$ cat src/design/rpd_pkg.sv
// Shared types, constants and helper functions of the radial potential derivative block.
package rpd_pkg;

	localparam int DATA_W             = 48;
	localparam int POINT_W            = 16;
	localparam int IDX_W              = 10;
	localparam int WIN_DEPTH          = 8;
	localparam int SLOT_W             = $clog2(WIN_DEPTH);
	localparam int TAPS               = 7;
	localparam int KAPPA_W            = 6;
	localparam int LIGHT_W            = 32;
	localparam int GRID_W             = 24;
	localparam int CFG_W              = 32;
	localparam int REG_IDX_W          = 2;
	localparam int MUL_W              = 64;
	localparam int PROD_W             = 2 * MUL_W;
	localparam int NUM_W              = 112;
	localparam int DEN_W              = 80;
	localparam int MAX_JOBS           = 6;
	localparam int QUEUE_DEPTH        = 8;
	localparam int DEFAULT_MAX_POINTS = 1024;

	localparam logic signed [KAPPA_W-1:0] KAPPA_RESET = -6'sd1;
	localparam logic [LIGHT_W-1:0]        LIGHT_RESET = 32'd8980791;
	localparam logic [GRID_W-1:0]         GRID_RESET  = 24'd838861;

	// Register indexes of the configuration port
	typedef enum logic [REG_IDX_W-1:0] {
		REG_KAPPA = 2'd0,
		REG_LIGHT = 2'd1,
		REG_GRID  = 2'd2
	} reg_idx_t;

	// Difference formula used for one grid point
	typedef enum logic [1:0] {
		ST_ONE_SIDED,
		ST_CENTRAL,
		ST_NEXT_LAST,
		ST_LAST
	} stencil_t;

	// One result request handed from the front to the back
	typedef struct packed {
		logic [POINT_W-1:0] point;
		stencil_t           kind;
		logic               fin;
		logic               short_run;
	} job_t;

	typedef struct packed {
		logic signed [KAPPA_W-1:0] kappa;
		logic [LIGHT_W-1:0]        light;
		logic [GRID_W-1:0]         grid;
	} cfg_t;

	// Window write from the front
	typedef struct packed {
		logic                     we;
		logic [SLOT_W-1:0]        slot;
		logic signed [DATA_W-1:0] wre;
		logic signed [DATA_W-1:0] wim;
		logic [DATA_W-1:0]        rad;
	} win_wr_t;

	// Stencil coefficient of one tap; taps start at the stencil base
	function automatic logic signed [9:0] stencil_coef(stencil_t kind, logic [2:0] tap);
		logic signed [9:0] c;
		c = '0;
		case (kind)
			ST_ONE_SIDED: begin
				case (tap)
					3'd0: c = -10'sd147;
					3'd1: c = 10'sd360;
					3'd2: c = -10'sd450;
					3'd3: c = 10'sd400;
					3'd4: c = -10'sd225;
					3'd5: c = 10'sd72;
					3'd6: c = -10'sd10;
					default: c = '0;
				endcase
			end
			ST_CENTRAL: begin
				case (tap)
					3'd0: c = 10'sd1;
					3'd1: c = -10'sd8;
					3'd3: c = 10'sd8;
					3'd4: c = -10'sd1;
					default: c = '0;
				endcase
			end
			ST_NEXT_LAST: begin
				case (tap)
					3'd0: c = -10'sd1;
					3'd2: c = 10'sd1;
					default: c = '0;
				endcase
			end
			default: begin
				case (tap)
					3'd0: c = 10'sd1;
					3'd1: c = -10'sd4;
					3'd2: c = 10'sd3;
					default: c = '0;
				endcase
			end
		endcase
		return c;
	endfunction

	// Slot offset of the first tap relative to the point
	function automatic logic [SLOT_W-1:0] stencil_base(stencil_t kind);
		case (kind)
			ST_ONE_SIDED: return SLOT_W'(0);
			ST_NEXT_LAST: return SLOT_W'(WIN_DEPTH - 1);
			default:      return SLOT_W'(WIN_DEPTH - 2);
		endcase
	endfunction

	// Common divisor of the stencil sum
	function automatic logic [5:0] stencil_div(stencil_t kind);
		case (kind)
			ST_ONE_SIDED: return 6'd60;
			ST_CENTRAL:   return 6'd12;
			default:      return 6'd2;
		endcase
	endfunction

	// Signed 48-bit result from sign and magnitude, saturated
	function automatic logic signed [DATA_W-1:0] sat48(logic neg, logic big,
			logic [DATA_W-1:0] mag);
		logic [DATA_W-1:0] r;
		if (big || mag[DATA_W-1])
			r = neg ? {1'b1, {(DATA_W-1){1'b0}}} : {1'b0, {(DATA_W-1){1'b1}}};
		else
			r = neg ? (~mag + 1'b1) : mag;
		return r;
	endfunction

endpackage

$ cat src/design/rpd_queue.sv
// Request queue between front and back.
module rpd_queue import rpd_pkg::*; (
	input  logic clk,
	input  logic arst_n,
	input  logic push,
	input  job_t push_job,
	input  logic pop,
	output job_t head,
	output logic empty,
	output logic full
);

	localparam int PTR_W = $clog2(QUEUE_DEPTH);

	job_t             mem_q [QUEUE_DEPTH];
	logic [PTR_W-1:0] wr_q, rd_q;
	logic [PTR_W:0]   cnt_q;

	assign empty = (cnt_q == '0);
	assign full  = (cnt_q == (PTR_W+1)'(QUEUE_DEPTH));
	assign head  = mem_q[rd_q];

	// Pointers and fill level
	always_ff @(posedge clk or negedge arst_n) begin
		if (!arst_n) begin
			wr_q  <= '0;
			rd_q  <= '0;
			cnt_q <= '0;
		end else begin
			if (push)
				wr_q <= wr_q + 1'b1;
			if (pop)
				rd_q <= rd_q + 1'b1;
			cnt_q <= cnt_q + (PTR_W+1)'(push) - (PTR_W+1)'(pop);
		end
	end

	// Storage
	always_ff @(posedge clk) begin
		if (push)
			mem_q[wr_q] <= push_job;
	end

endmodule

$ cat config.mk
export PLATFORM = sky130hd
export DESIGN_NAME = rpd_queue
export DESIGN_NICKNAME = d
export VERILOG_FILES = /design/src/design/rpd_pkg.sv /design/src/design/rpd_queue.sv
export SDC_FILE = /design/constraint.sdc
export NUM_CORES = 1
export LEC_CHECK = 0
export BUFFER_PORTS_ARGS = -buffer_cell sky130_fd_sc_hd__buf_4
export CORE_MARGIN = 4
export CORE_UTILIZATION = 56
export CTS_BUF_LIST = sky130_fd_sc_hd__clkbuf_8
export CTS_CLUSTER_DIAMETER = 60
export DETAILED_ROUTE_END_ITERATION = 10
export GPL_ROUTABILITY_DRIVEN = 0
export HOLD_SLACK_MARGIN = 0.06
export PLACE_DENSITY = 0.79
export SYNTH_ARGS = -nofsm -noshare
export SYNTH_HDL_FRONTEND = slang
export SYNTH_SLANG_ARGS = --single-unit
$ cat constraint.sdc
create_clock -name clk -period 2.45 [get_ports clk]
set_input_delay 0.1225 -clock clk [delete_from_list [all_inputs] [get_ports clk]]
set_output_delay 0.1225 -clock clk [all_outputs]
set_load 0.02 [all_outputs]
### Yosys cells after proc, flatten, opt, wreduce, memory -nomap -nowiden

Memories as Yosys holds them, arrays and structs flattened.
Index checks and enable logic that the tools add are counted.

* input bits: 24
* memories kept: 1
* memory bits (writable): 160
* register bits after elaboration: 10

Memories
* mem_q: depth 8, width 20, rd ports 1, clocked after Yosys merged registers in 0, write ports 1, RTL line rpd_queue.sv:15 `job_t mem_q [QUEUE_DEPTH];`

* add/subtract/negate cells: 4
* reductions and logical operators: 1
* multiplexer cells: 2
* equality and inequality tests: 1

Operator list (count)
* $add 3x1->3 const B: 2
* $add 4x1->4: 1
* $eq 4x4->1 const B: 1
* $logic_not 4->1: 1
* $sub 4x1->4: 1
* $mux 1: 2

### Depth between registers and ports, before layout

Gate-level depths: netlist (run 1).

* depth in word-level cells: 2
* gate-level depth with buffers: 7
* mapped depth without buffers: 7

### Worst setup path before layout (run 1)

Ideal clock, no wire load.

* path type: register to register
* start: register wr_q[1]
* end: memory mem_q[0][0] (netlist bit) (enable)
* data arrival time: 1.975 ns
* library setup time: 0.422 ns
* setup slack: 0.053 ns
* clock period less this slack: 2.397 ns
* required time: 2.028 ns
* path buffers: 0
* stages on the path, launching flop included: 3
* cell sequence: dfrtp_1 > nand2b_1 > nor3_1

RTL lines
* start, declared: RTL line rpd_queue.sv:16 `logic [PTR_W-1:0] wr_q, rd_q;`
* start signal, assigned: RTL line rpd_queue.sv:31 `wr_q <= wr_q + 1'b1;`
* end, declared: RTL line rpd_queue.sv:15

No word-level cell before the write port.

==> results by group, run 1 <==
Clock network
  • CTS root buf: clkbuf_8
  • Later-pin clock latency in the skew report: 0.44 ns
  • CTS Sinks: 170
  • Clock transition at path regs: 0.08 ns
  • CTS Buf Count: 17
  • Hold_buf cts: 24
  • Buffers inserted by post-CTS timing repair: 0
  • Cts repair resizes: 0
  • Clock Tree Buf Depth: 2
  • H-tree lvl count: 4
  • CTS tree: done

Logic synthesis
  • Post-Syn Area: 6730 sq um
  • Yosys top cell area share: 71.4%
  • Mean Syn Cell Area: 23.5 sq um
  • Syn_nets: 319
  • Cells after Synth: 286
  • Seq cells post-synth: 170
  • Yosys warns: 0
  • Count of cell types in the netlist: 20
  • Post-synthesis sequential area ratio: 75.1%
  • Synth area leaders: edfxtp_1, mux4_1, dfrtp_1, mux2_2, ha_1
  • Cell taking the most area after synthesis: edfxtp_1

Finish
  • P&R area growth vs syn: 18.3%
  • N_diodes: 0
  • Commonest non-fill, non-tap cells in the layout: edfxtp_1, buf_4, mux4_1, dlygate4sd3_1, mux2_2
  • Most common library cell in the layout ignoring fill and taps: edfxtp_1
  • Fill count: 703
  • Final nets: 410
  • Layout cells sized above 1: 31.3%

Timing
  • Setup TNS: 0 ns
  • Max-slew violation count: 0
  • Setup Skew: 0.00895 ns
  • Worst-Margin Slew: 0.615 ns
  • Fin Hold WS: 0.448 ns
  • Worst slew margin: 59.0%
  • Fin crit share: 94.1%
  • Max Clk Rate: 0.434 GHz
  • Unrepaired setup endpoints after global routing: false
  • Final Hold Fails: 0
  • Final worst path period need: 2.31 ns
  • Final Setup Violations: 0

Placement
  • Buffers on Ports: 45
  • HPWL after detailed placement: 6610 um

Critical path
  • Worst Setup EP: head[0]
  • Largest fanout on the critical path: 42
  • Reg2reg end: mem_q[3][18]$_DFFE_PP_
  • R2R Path Start: wr_q[2]$_DFFE_PN0P_
  • Worst Setup Start Kind: flip-flop
  • Critical path type: flip-flop to output pin
  • Crit path DAT: 2.18 ns
  • Worst Setup End Kind: output pin
  • Crit path required time: 2.33 ns
  • Reg-to-reg setup timing slack: 0.70 ns
  • Cells on worst reg2reg path: 3
  • Critical Path Start: rd_q[0]$_DFFE_PN0P_

Routing
  • Vias per inst: 5.75
  • Vias: 3067
  • Pre-antenna DRT Iters: 4
  • Routed wire per std cell: 21.6 um
  • Post-route DRC violation count: 0
  • Post-DRT Antenna Nets: 0
  • Initial DRC Count: 226
  • Wirelength, routed: 11500 um

Power and ir drop
  • Leak: 2.84 nW
  • Pwr/cell area: 1110 nW/um^2
  • Maximum vdd ir drop: 0.000611 V

Floorplan
  • Initial core utilization: 58.0%
  • Die area: 13800 sq um
  • Die H: 118 um
  • Io pins: 46
  • Core footprint: 11600 sq um
  • Die width: 118 um
  • Num rows: 39

Global route
  • GRT Util Overall: 17.5%
  • Antenna violations before repair: 0
  • Number of global-route vias before repair: 3165
  • Global-route wire length before repair: 18000 um
  • Largest net degree at the start of global routing: 43
  • Global route overflow: 0

Flow run
  • Max-cap violations: 0

Status
  • Status: complete, no violations

Min path
  • HP Class: input pin to flip-flop
==> metrics by stage <==
step	cell area [sq um]	setup slack [ns]	total power, mW	util [%]	std cells
floorplan	6730	0.0528	5.98	-	286
global placement	7350	0.615	6.98	63.3	477
CTS	7960	0.108	8.93	68.5	533
finish	7960	0.144	8.82	68.5	533
detailed placement	7350	0.610	7.07	63.3	477
global route	7960	0.0550	9.26	68.5	533
==> worst min path at each step <==
stage / startpoint / end / slack (ns) / depth (start not counted)
5_1_grt: pop / rd_q[0]$_DFFE_PN0P_ / 0.44 / 3
3_3_place_gp: arst_n / cnt_q[3]$_DFF_PN0_ / -0.04 / 1
2_1_floorplan: arst_n / cnt_q[0]$_DFF_PN0_ / -0.17 / 0
6_report: pop / rd_q[0]$_DFFE_PN0P_ / 0.45 / 3
4_1_cts: pop / rd_q[0]$_DFFE_PN0P_ / 0.43 / 3
3_5_place_dp: arst_n / cnt_q[3]$_DFF_PN0_ / -0.04 / 1
==> per-layer routing <==
layer / routed length, um / part of all wire, % / track usage (%)
met3: 611 / 5.3 / 4.32
met2: 6040 / 53 / 29.4
met1: 4710 / 41 / 22.6
met5: 0 / 0 / 0
met4: 149 / 1.3 / 6.01
==> Yosys cell counts, drive strengths merged <==
| cell | instances |
|---|---|
| a21o | 1 |
| nor2 | 6 |
| a21oi | 1 |
| buf | 9 |
| xnor2 | 3 |
| mux2 | 22 |
| nand2b | 3 |
| inv | 8 |
| clkbuf | 3 |
| nor3 | 2 |
| fa | 1 |
| edfxtp | 160 |
| mux4 | 40 |
| dfrtp | 10 |
| and3 | 2 |
| ha | 8 |
| xor2 | 3 |
| nand2 | 4 |
==> flip-flops by register name, summed over array words and instances (netlist names) <==
name   flops
cnt_q      4
mem_q    160
rd_q       3
wr_q       3
==> cells by family (layout without fill, tap and decap cells) <==
kind of cell               Yosys count  after routing  synth area share (%)
adders and majority gates            9              9                  1.78
AOI/OAI and AO/OA                    2              2                 0.186
xor gates and xnor gates             6              6                 0.781
muxes                               62             62                  19.2
buffers and inverters               20            124                  1.75
DFF                                170            170                  75.1
and+or+nand+nor                     17             17                  1.17
==> cell type report <==
cell class | instances | area (sq um) | area share (%)
well taps | 143 | 179 | 2.25
multi-input cells | 96 | 1580 | 19.9
clock inverters | 15 | 136 | 1.71
clock buffers | 17 | 234 | 2.94
inverters | 8 | 30.0 | 0.377
flip-flops and latches | 170 | 5060 | 63.5
repair buffers | 84 | 741 | 9.31
==> critical path, stage by stage, from the launching register on <==
cell and delay, ns:
dfrtp_2 0.38, buf_12 0.28, mux4_1 0.61, mux2_2 0.30
buf_4 0.16
==> report_power, final <==
group	switching, mW	internal [mW]	total, mW
clock network	0.956	0.885	1.84
logic	1.56	1.56	3.12
registers	0.186	3.67	3.86
total	2.70	6.12	8.82
No activity file was read; power rests on OpenSTA's default activity.
==> inputs of run 2 (changes only) <==
--- a/config.mk
+++ b/config.mk
@@ -7,13 +7,13 @@
 export LEC_CHECK = 0
 export BUFFER_PORTS_ARGS = -buffer_cell sky130_fd_sc_hd__buf_4
 export CORE_MARGIN = 4
-export CORE_UTILIZATION = 56
+export CORE_UTILIZATION = 62
 export CTS_BUF_LIST = sky130_fd_sc_hd__clkbuf_8
 export CTS_CLUSTER_DIAMETER = 60
 export DETAILED_ROUTE_END_ITERATION = 10
 export GPL_ROUTABILITY_DRIVEN = 0
 export HOLD_SLACK_MARGIN = 0.06
-export PLACE_DENSITY = 0.79
+export PLACE_DENSITY = 0.82
 export SYNTH_ARGS = -nofsm -noshare
 export SYNTH_HDL_FRONTEND = slang
 export SYNTH_SLANG_ARGS = --single-unit
==> constraint.sdc (replaced) <==
create_clock -name clk -period 2.44 [get_ports clk]
set_input_delay 0.122 -clock clk [delete_from_list [all_inputs] [get_ports clk]]
set_output_delay 0.122 -clock clk [all_outputs]
set_load 0.02 [all_outputs]
==> run 2 against run 1 <==
Net effect:
- sequential share of layout area decreased by 0.52 points
- clock skew increased by 0.0050 ns
- via count increased by 0.62%
- critical path depth unchanged
- critical path type unchanged
- critical endpoint is now head[13]
- largest cell class unchanged
==> results by group, run 2 (synthesis results as in run 1) <==
Status
  • Status: complete, no violations

Timing
  • Fin crit share: 93.6%
  • Setup TNS: 0 ns (unchanged)
  • Max Clk Rate: 0.438 GHz
  • Final Hold Fails: 0 (unchanged)
  • Max-slew violation count: 0 (unchanged)
  • Final Setup Violations: 0 (unchanged)
  • Fin Hold WS: 0.438 ns (-0.0100 ns)
  • Final WS setup: 0.156 ns (+0.0115 ns)
  • Final worst path period need: 2.28 ns
  • Worst slew margin: 68.7% (+9.7 points)
  • Worst-Margin Slew: 0.467 ns (-0.147 ns)
  • Setup Skew: 0.0140 ns (+0.00500 ns)
  • Unrepaired setup endpoints after global routing: false

Critical path
  • Worst Setup Start Kind: flip-flop
  • Reg2reg end: mem_q[4][16]$_DFFE_PP_
  • Worst Setup EP: head[13]
  • Largest fanout on the critical path: 18 (-57%)
  • Crit path DAT: 2.16 ns (-0.02 ns)
  • Worst Setup End Kind: output pin
  • Cells on worst reg2reg path: 3 (unchanged)
  • Crit path required time: 2.32 ns (about the same)
  • R2R Path Start: wr_q[1]$_DFFE_PN0P_
  • Critical path type: flip-flop to output pin
  • Critical Path Start: rd_q[0]$_DFFE_PN0P_
  • Reg-to-reg setup timing slack: 0.82 ns (+0.12 ns)

Floorplan
  • Die H: 112 um (-4.6%)
  • Initial core utilization: 64.3% (+6.4 points)
  • Die width: 112 um (-4.6%)
  • Core footprint: 10500 sq um (-9.9%)
  • Num rows: 37 (-5.1%)
  • Die area: 12600 sq um (-9.0%)
  • Io pins: 46 (unchanged)

Routing
  • Post-DRT Antenna Nets: 0 (unchanged)
  • Routed wire per std cell: 22.6 um (+4.5%)
  • Vias: 3086 (+0.62%)
  • Vias per inst: 5.87 (+2.0%)
  • Wirelength, routed: 11900 um (+3.1%)
  • Post-route DRC violation count: 0 (unchanged)
  • Initial DRC Count: 313 (+38%)
  • Pre-antenna DRT Iters: 4 (unchanged)

Finish
  • Number of flip-flops in the largest register: 160 (unchanged)
  • Final nets: 410 (unchanged)
  • Commonest non-fill, non-tap cells in the layout: edfxtp_1, buf_4, mux4_1, dlygate4sd3_1, mux2_2
  • Most common library cell in the layout ignoring fill and taps: edfxtp_1
  • N_diodes: 0 (unchanged)
  • Post-route non-filler standard cell count: 526 (-1.3%)
  • Biggest regs: mem_q (160), cnt_q (4)
  • Layout cells sized above 1: 31.5% (+0.26 points)
  • P&R area growth vs syn: 19.2%
  • Reg with most FFs: mem_q
  • Fill count: 540 (-23%)

Power and ir drop
  • Pwr Total: 9.23 mW (+4.7%)
  • Maximum vdd ir drop: 0.000768 V (+26%)
  • Pwr/cell area: 1150 nW/um^2 (+3.8%)
  • Leak: 2.87 nW (+0.95%)

Global route
  • Antenna violations before repair: 0 (unchanged)
  • Global route overflow: 0 (unchanged)
  • GRT Util Overall: 20.6% (+3.1 points)
  • Global-route wire length before repair: 18800 um (+4.1%)
  • Largest net degree at the start of global routing: 34 (-21%)
  • Number of global-route vias before repair: 3236 (+2.2%)

Clock network
  • Cts repair resizes: 0 (unchanged)
  • CTS tree: done
  • CTS root buf: clkbuf_8
  • Later-pin clock latency in the skew report: 0.46 ns (+0.02 ns)
  • Clock transition at path regs: 0.08 ns (about the same)
  • H-tree lvl count: 4 (unchanged)
  • CTS Sinks: 170 (unchanged)
  • CTS Buf Count: 17 (unchanged)
  • Clock Tree Buf Depth: 2 (unchanged)

Placement
  • Worst slack, placed: 0.548 ns (-0.0619 ns)
  • HPWL after detailed placement: 6790 um (+2.7%)
  • Buffers on Ports: 45 (unchanged)
  • Cells after DPL: 469 (-1.7%)

Min path
  • Hold path start: pop
  • HP Class: input pin to flip-flop

Flow run
  • Max-cap violations: 0 (unchanged)
## run 2: changes by cell type in the layout (fill, tap and decap cells not counted)
cell	before	now
clkinv_4	1	0
inv_6	0	3
clkinv_1	0	1
clkinv_2	6	1
bufinv_16	2	4
inv_1	10	8
inv_8	0	3
clkinvlp_4	4	3
## run 2: metrics by stage
stage          cell area (sq um)  util (%)
2_1_floorplan               6730         -
3_3_place_gp                7330      70.1
3_5_place_dp                7330      70.1
4_1_cts                     8030      76.7
5_1_grt                     8030      76.7
6_report                    8030      76.7
## run 2: repair_timing
action	4_1_cts	5_1_grt
hold buffers	24	0
endpoints found under the hold margin	177	0
setup endpoints to repair	1	0
setup buffers	1	0
## run 2: final cells by class
type / count / area (sq um) / area share [%]
well taps: 136 / 170 / 2.12
clock buffers: 17 / 234 / 2.92
repair buffers: 84 / 741 / 9.23
flip-flops and latches: 170 / 5060 / 63.0
multi-input cells: 96 / 1580 / 19.7
clock inverters: 15 / 211 / 2.63
inverters: 8 / 30.0 / 0.374
## run 2: power breakdown
group          total (mW)  internal [mW]  leakage, nW  switching [mW]
logic                3.16           1.60         1.08            1.55
registers            3.92           3.69         1.57           0.225
clock network        2.16           1.14        0.216            1.02
total                9.23           6.43         2.87            2.80
## run 2: worst min path at each step
stage | to | slack (ns) | cells past startpoint
final | rd_q[0]$_DFFE_PN0P_ | 0.44 | 3
after CTS | wr_q[0]$_DFFE_PN0P_ | 0.41 | 3
after floorplan | cnt_q[0]$_DFF_PN0_ | -0.17 | 0
after detailed placement | cnt_q[3]$_DFF_PN0_ | -0.04 | 1
after global routing | rd_q[0]$_DFFE_PN0P_ | 0.42 | 3
after global placement | cnt_q[1]$_DFF_PN0_ | -0.04 | 1
## run 2: metal layers
metal | vias up | track usage (%) | wire [um]
met5 | - | 0 | 0
met4 | 0 | 6.73 | 159
met3 | 9 | 5.44 | 674
met2 | 120 | 33.3 | 6260
met1 | 1564 | 27.9 | 4770
li1 | 1393 | - | -
## run 2: critical path, stage by stage (launching register included)
cell     delay (ns)
dfrtp_2        0.44
buf_12         0.19
mux4_1         0.61
mux2_2         0.30
buf_4          0.16
==> inputs of run 3 (changes only) <==
--- a/config.mk
+++ b/config.mk
@@ -14,6 +14,7 @@
 export GPL_ROUTABILITY_DRIVEN = 0
 export HOLD_SLACK_MARGIN = 0.06
 export PLACE_DENSITY = 0.82
+export RECOVER_POWER = 25
 export SYNTH_ARGS = -nofsm -noshare
 export SYNTH_HDL_FRONTEND = slang
 export SYNTH_SLANG_ARGS = --single-unit
==> run 3 against run 2 <==
Net effect:
- clock-buffer cell count is the same
- sequential cell count is the same
- critical path depth is the same
- die area is the same
- clock power is essentially flat
- first-iteration DRC count grew 4.8%
- clock skew shrank 0.00085 ns
==> results by group, run 3 (synthesis results as in run 1) <==
Floorplan
  • Die width: 112 um (unchanged)
  • Core footprint: 10500 sq um (unchanged)
  • Die area: 12600 sq um (unchanged)
  • Die H: 112 um (unchanged)
  • Initial core utilization: 64.3% (unchanged)
  • Num rows: 37 (unchanged)
  • Io pins: 46 (unchanged)

Placement
  • Buffers on Ports: 45 (unchanged)
  • Cells after DPL: 469 (unchanged)
  • Worst slack, placed: 0.548 ns (unchanged)
  • Area of placed instances: 7330 sq um (unchanged)
  • HPWL after detailed placement: 6790 um (unchanged)

Routing
  • Post-route DRC violation count: 0 (unchanged)
  • Top layer in use: met4
  • Vias: 3079 (-0.23%)
  • WL met3: 745 um (+11%)
  • WL met1: 4860 um (+1.9%)
  • Wirelength, routed: 11900 um (about the same)
  • DR WL met2: 6090 um (-2.7%)
  • Vias per inst: 5.85 (-0.23%)
  • Pre-antenna DRT Iters: 4 (unchanged)
  • Post-DRT Antenna Nets: 0 (unchanged)
  • Initial DRC Count: 328 (+4.8%)
  • Routed wire per std cell: 22.6 um (about the same)

Global route
  • GRT Util Overall: 20.6% (unchanged)
  • Global route overflow: 0 (unchanged)
  • Number of global-route vias before repair: 3236 (unchanged)
  • Largest net degree at the start of global routing: 34 (unchanged)
  • Global-route wire length before repair: 18800 um (unchanged)
  • Antenna violations before repair: 0 (unchanged)

Timing
  • Setup TNS: 0 ns (unchanged)
  • Unrepaired setup endpoints after global routing: false
  • Final Hold Fails: 0 (unchanged)
  • Max-slew violation count: 0 (unchanged)
  • Final worst path period need: 2.29 ns (+0.00882 ns)
  • Worst-Margin Slew: 0.470 ns (+0.00255 ns)
  • Final WS setup: 0.147 ns (-0.00882 ns)
  • Fin crit share: 94.0% (+0.36 points)
  • Max Clk Rate: 0.436 GHz (-0.38%)
  • Setup Skew: 0.0131 ns (-0.000854 ns)
  • Worst slew margin: 68.6% (-0.17 points)
  • Final Setup Violations: 0 (unchanged)

Min path
  • Hold Path Depth: 3 (unchanged)
  • Hold EP: rd_q[0]$_DFFE_PN0P_
  • Hold path start: pop
  • HP Class: input pin to flip-flop

Critical path
  • Crit path DAT: 2.17 ns (about the same)
  • Crit path required time: 2.32 ns (about the same)
  • Largest fanout on the critical path: 18 (unchanged)
  • Reg-to-reg setup timing slack: 0.83 ns (about the same)
  • Worst Setup Start Kind: flip-flop
  • Worst Setup End Kind: output pin
  • Critical path type: flip-flop to output pin
  • Cells on worst reg2reg path: 3 (unchanged)
  • Critical Path Start: rd_q[0]$_DFFE_PN0P_
  • R2R Path Start: wr_q[1]$_DFFE_PN0P_
  • Reg2reg end: mem_q[4][15]$_DFFE_PP_

Finish
  • Fin util: 76.2% (-0.47 points)
  • P&R area growth vs syn: 18.5%
  • Reg with most FFs: mem_q
  • Number of flip-flops in the largest register: 160 (unchanged)
  • Biggest regs: mem_q (160), cnt_q (4)
  • N_diodes: 0 (unchanged)
  • Layout cells sized above 1: 28.2% (-3.3 points)
  • Post-route non-filler standard cell count: 526 (unchanged)
  • Most common library cell in the layout ignoring fill and taps: edfxtp_1
  • Commonest non-fill, non-tap cells in the layout: edfxtp_1, buf_4, mux4_1, dlygate4sd3_1, mux2_2
  • Fill count: 557 (+3.1%)
  • Final nets: 410 (unchanged)
  • Final instance area: 7980 sq um (-0.61%)

Clock network
  • CTS root buf: clkbuf_8
  • Cts repair resizes: 0 (unchanged)
  • H-tree lvl count: 4 (unchanged)
  • Clock transition at path regs: 0.09 ns (about the same)
  • CTS Buf Count: 17 (unchanged)
  • CTS tree: done
  • Clock Tree Buf Depth: 2 (unchanged)
  • CTS Sinks: 170 (unchanged)
  • Later-pin clock latency in the skew report: 0.46 ns (about the same)

Power and ir drop
  • Leak: 2.82 nW (-1.6%)
  • Pwr/cell area: 1160 nW/um^2 (+0.56%)
  • Maximum vdd ir drop: 0.000765 V (-0.40%)

Status
  • Status: complete, no violations

Flow run
  • Max-cap violations: 0 (unchanged)
run 3: cell types whose count changed in the layout (fill, tap and decap cells not counted):
cell / before / now
buf_4: 56 / 43
clkbuf_1: 0 / 13
run 3: cell type report:
| type | count | area [sq um] | area share, % |
|---|---|---|---|
| Multi-Input combinational cell | 96 | 1580 | 19.9 |
| Clock inverter | 15 | 211 | 2.65 |
| Sequential cell | 170 | 5060 | 63.4 |
| Timing Repair Buffer | 84 | 692 | 8.67 |
| Tap cell | 136 | 170 | 2.13 |
| Inverter | 8 | 30.0 | 0.376 |
| Clock buffer | 17 | 234 | 2.93 |
run 3: critical path: stages (launching register included):
cell     delay [ns]
dfrtp_2        0.44
buf_12         0.19
mux4_1         0.61
mux2_2         0.30
buf_4          0.16
run 3: per-stage QoR:
stage	hold WS [ns]	power [mW]
5_1_grt	0.417	9.68
3_3_place_gp	-0.0425	7.01
3_5_place_dp	-0.0372	7.09
2_1_floorplan	-0.174	6.01
6_report	0.433	9.23
4_1_cts	0.413	9.32
run 3: repair_timing:
| item | 4_1_cts | 5_1_grt |
|---|---|---|
| hold buffers | 24 | 0 |
| hold endpoints to repair | 177 | 0 |
| setup endpoints to repair | 1 | 0 |
| setup buffers | 1 | 0 |
run 3: worst max-delay path by stage:
stage	end	cells after the start
detailed placement	head[1]	4
finish	head[13]	4
global route	head[13]	4
CTS	head[13]	4
global placement	head[17]	4
floorplan	mem_q[0][0]$_DFFE_PP_	2
run 3: layer usage:
metal  GRT usage [%]  vias to the layer above
met5               0                        -
met4            6.73                        0
met3            5.44                       15
met2            33.3                      108
met1            27.9                     1561
li1                -                     1395
run 3: power breakdown:
part	switching [mW]	total (mW)	internal [mW]	leakage, nW
clock	1.03	2.17	1.14	0.216
sequential	0.224	3.91	3.69	1.57
combinational	1.55	3.15	1.59	1.04
total	2.81	9.23	6.42	2.82
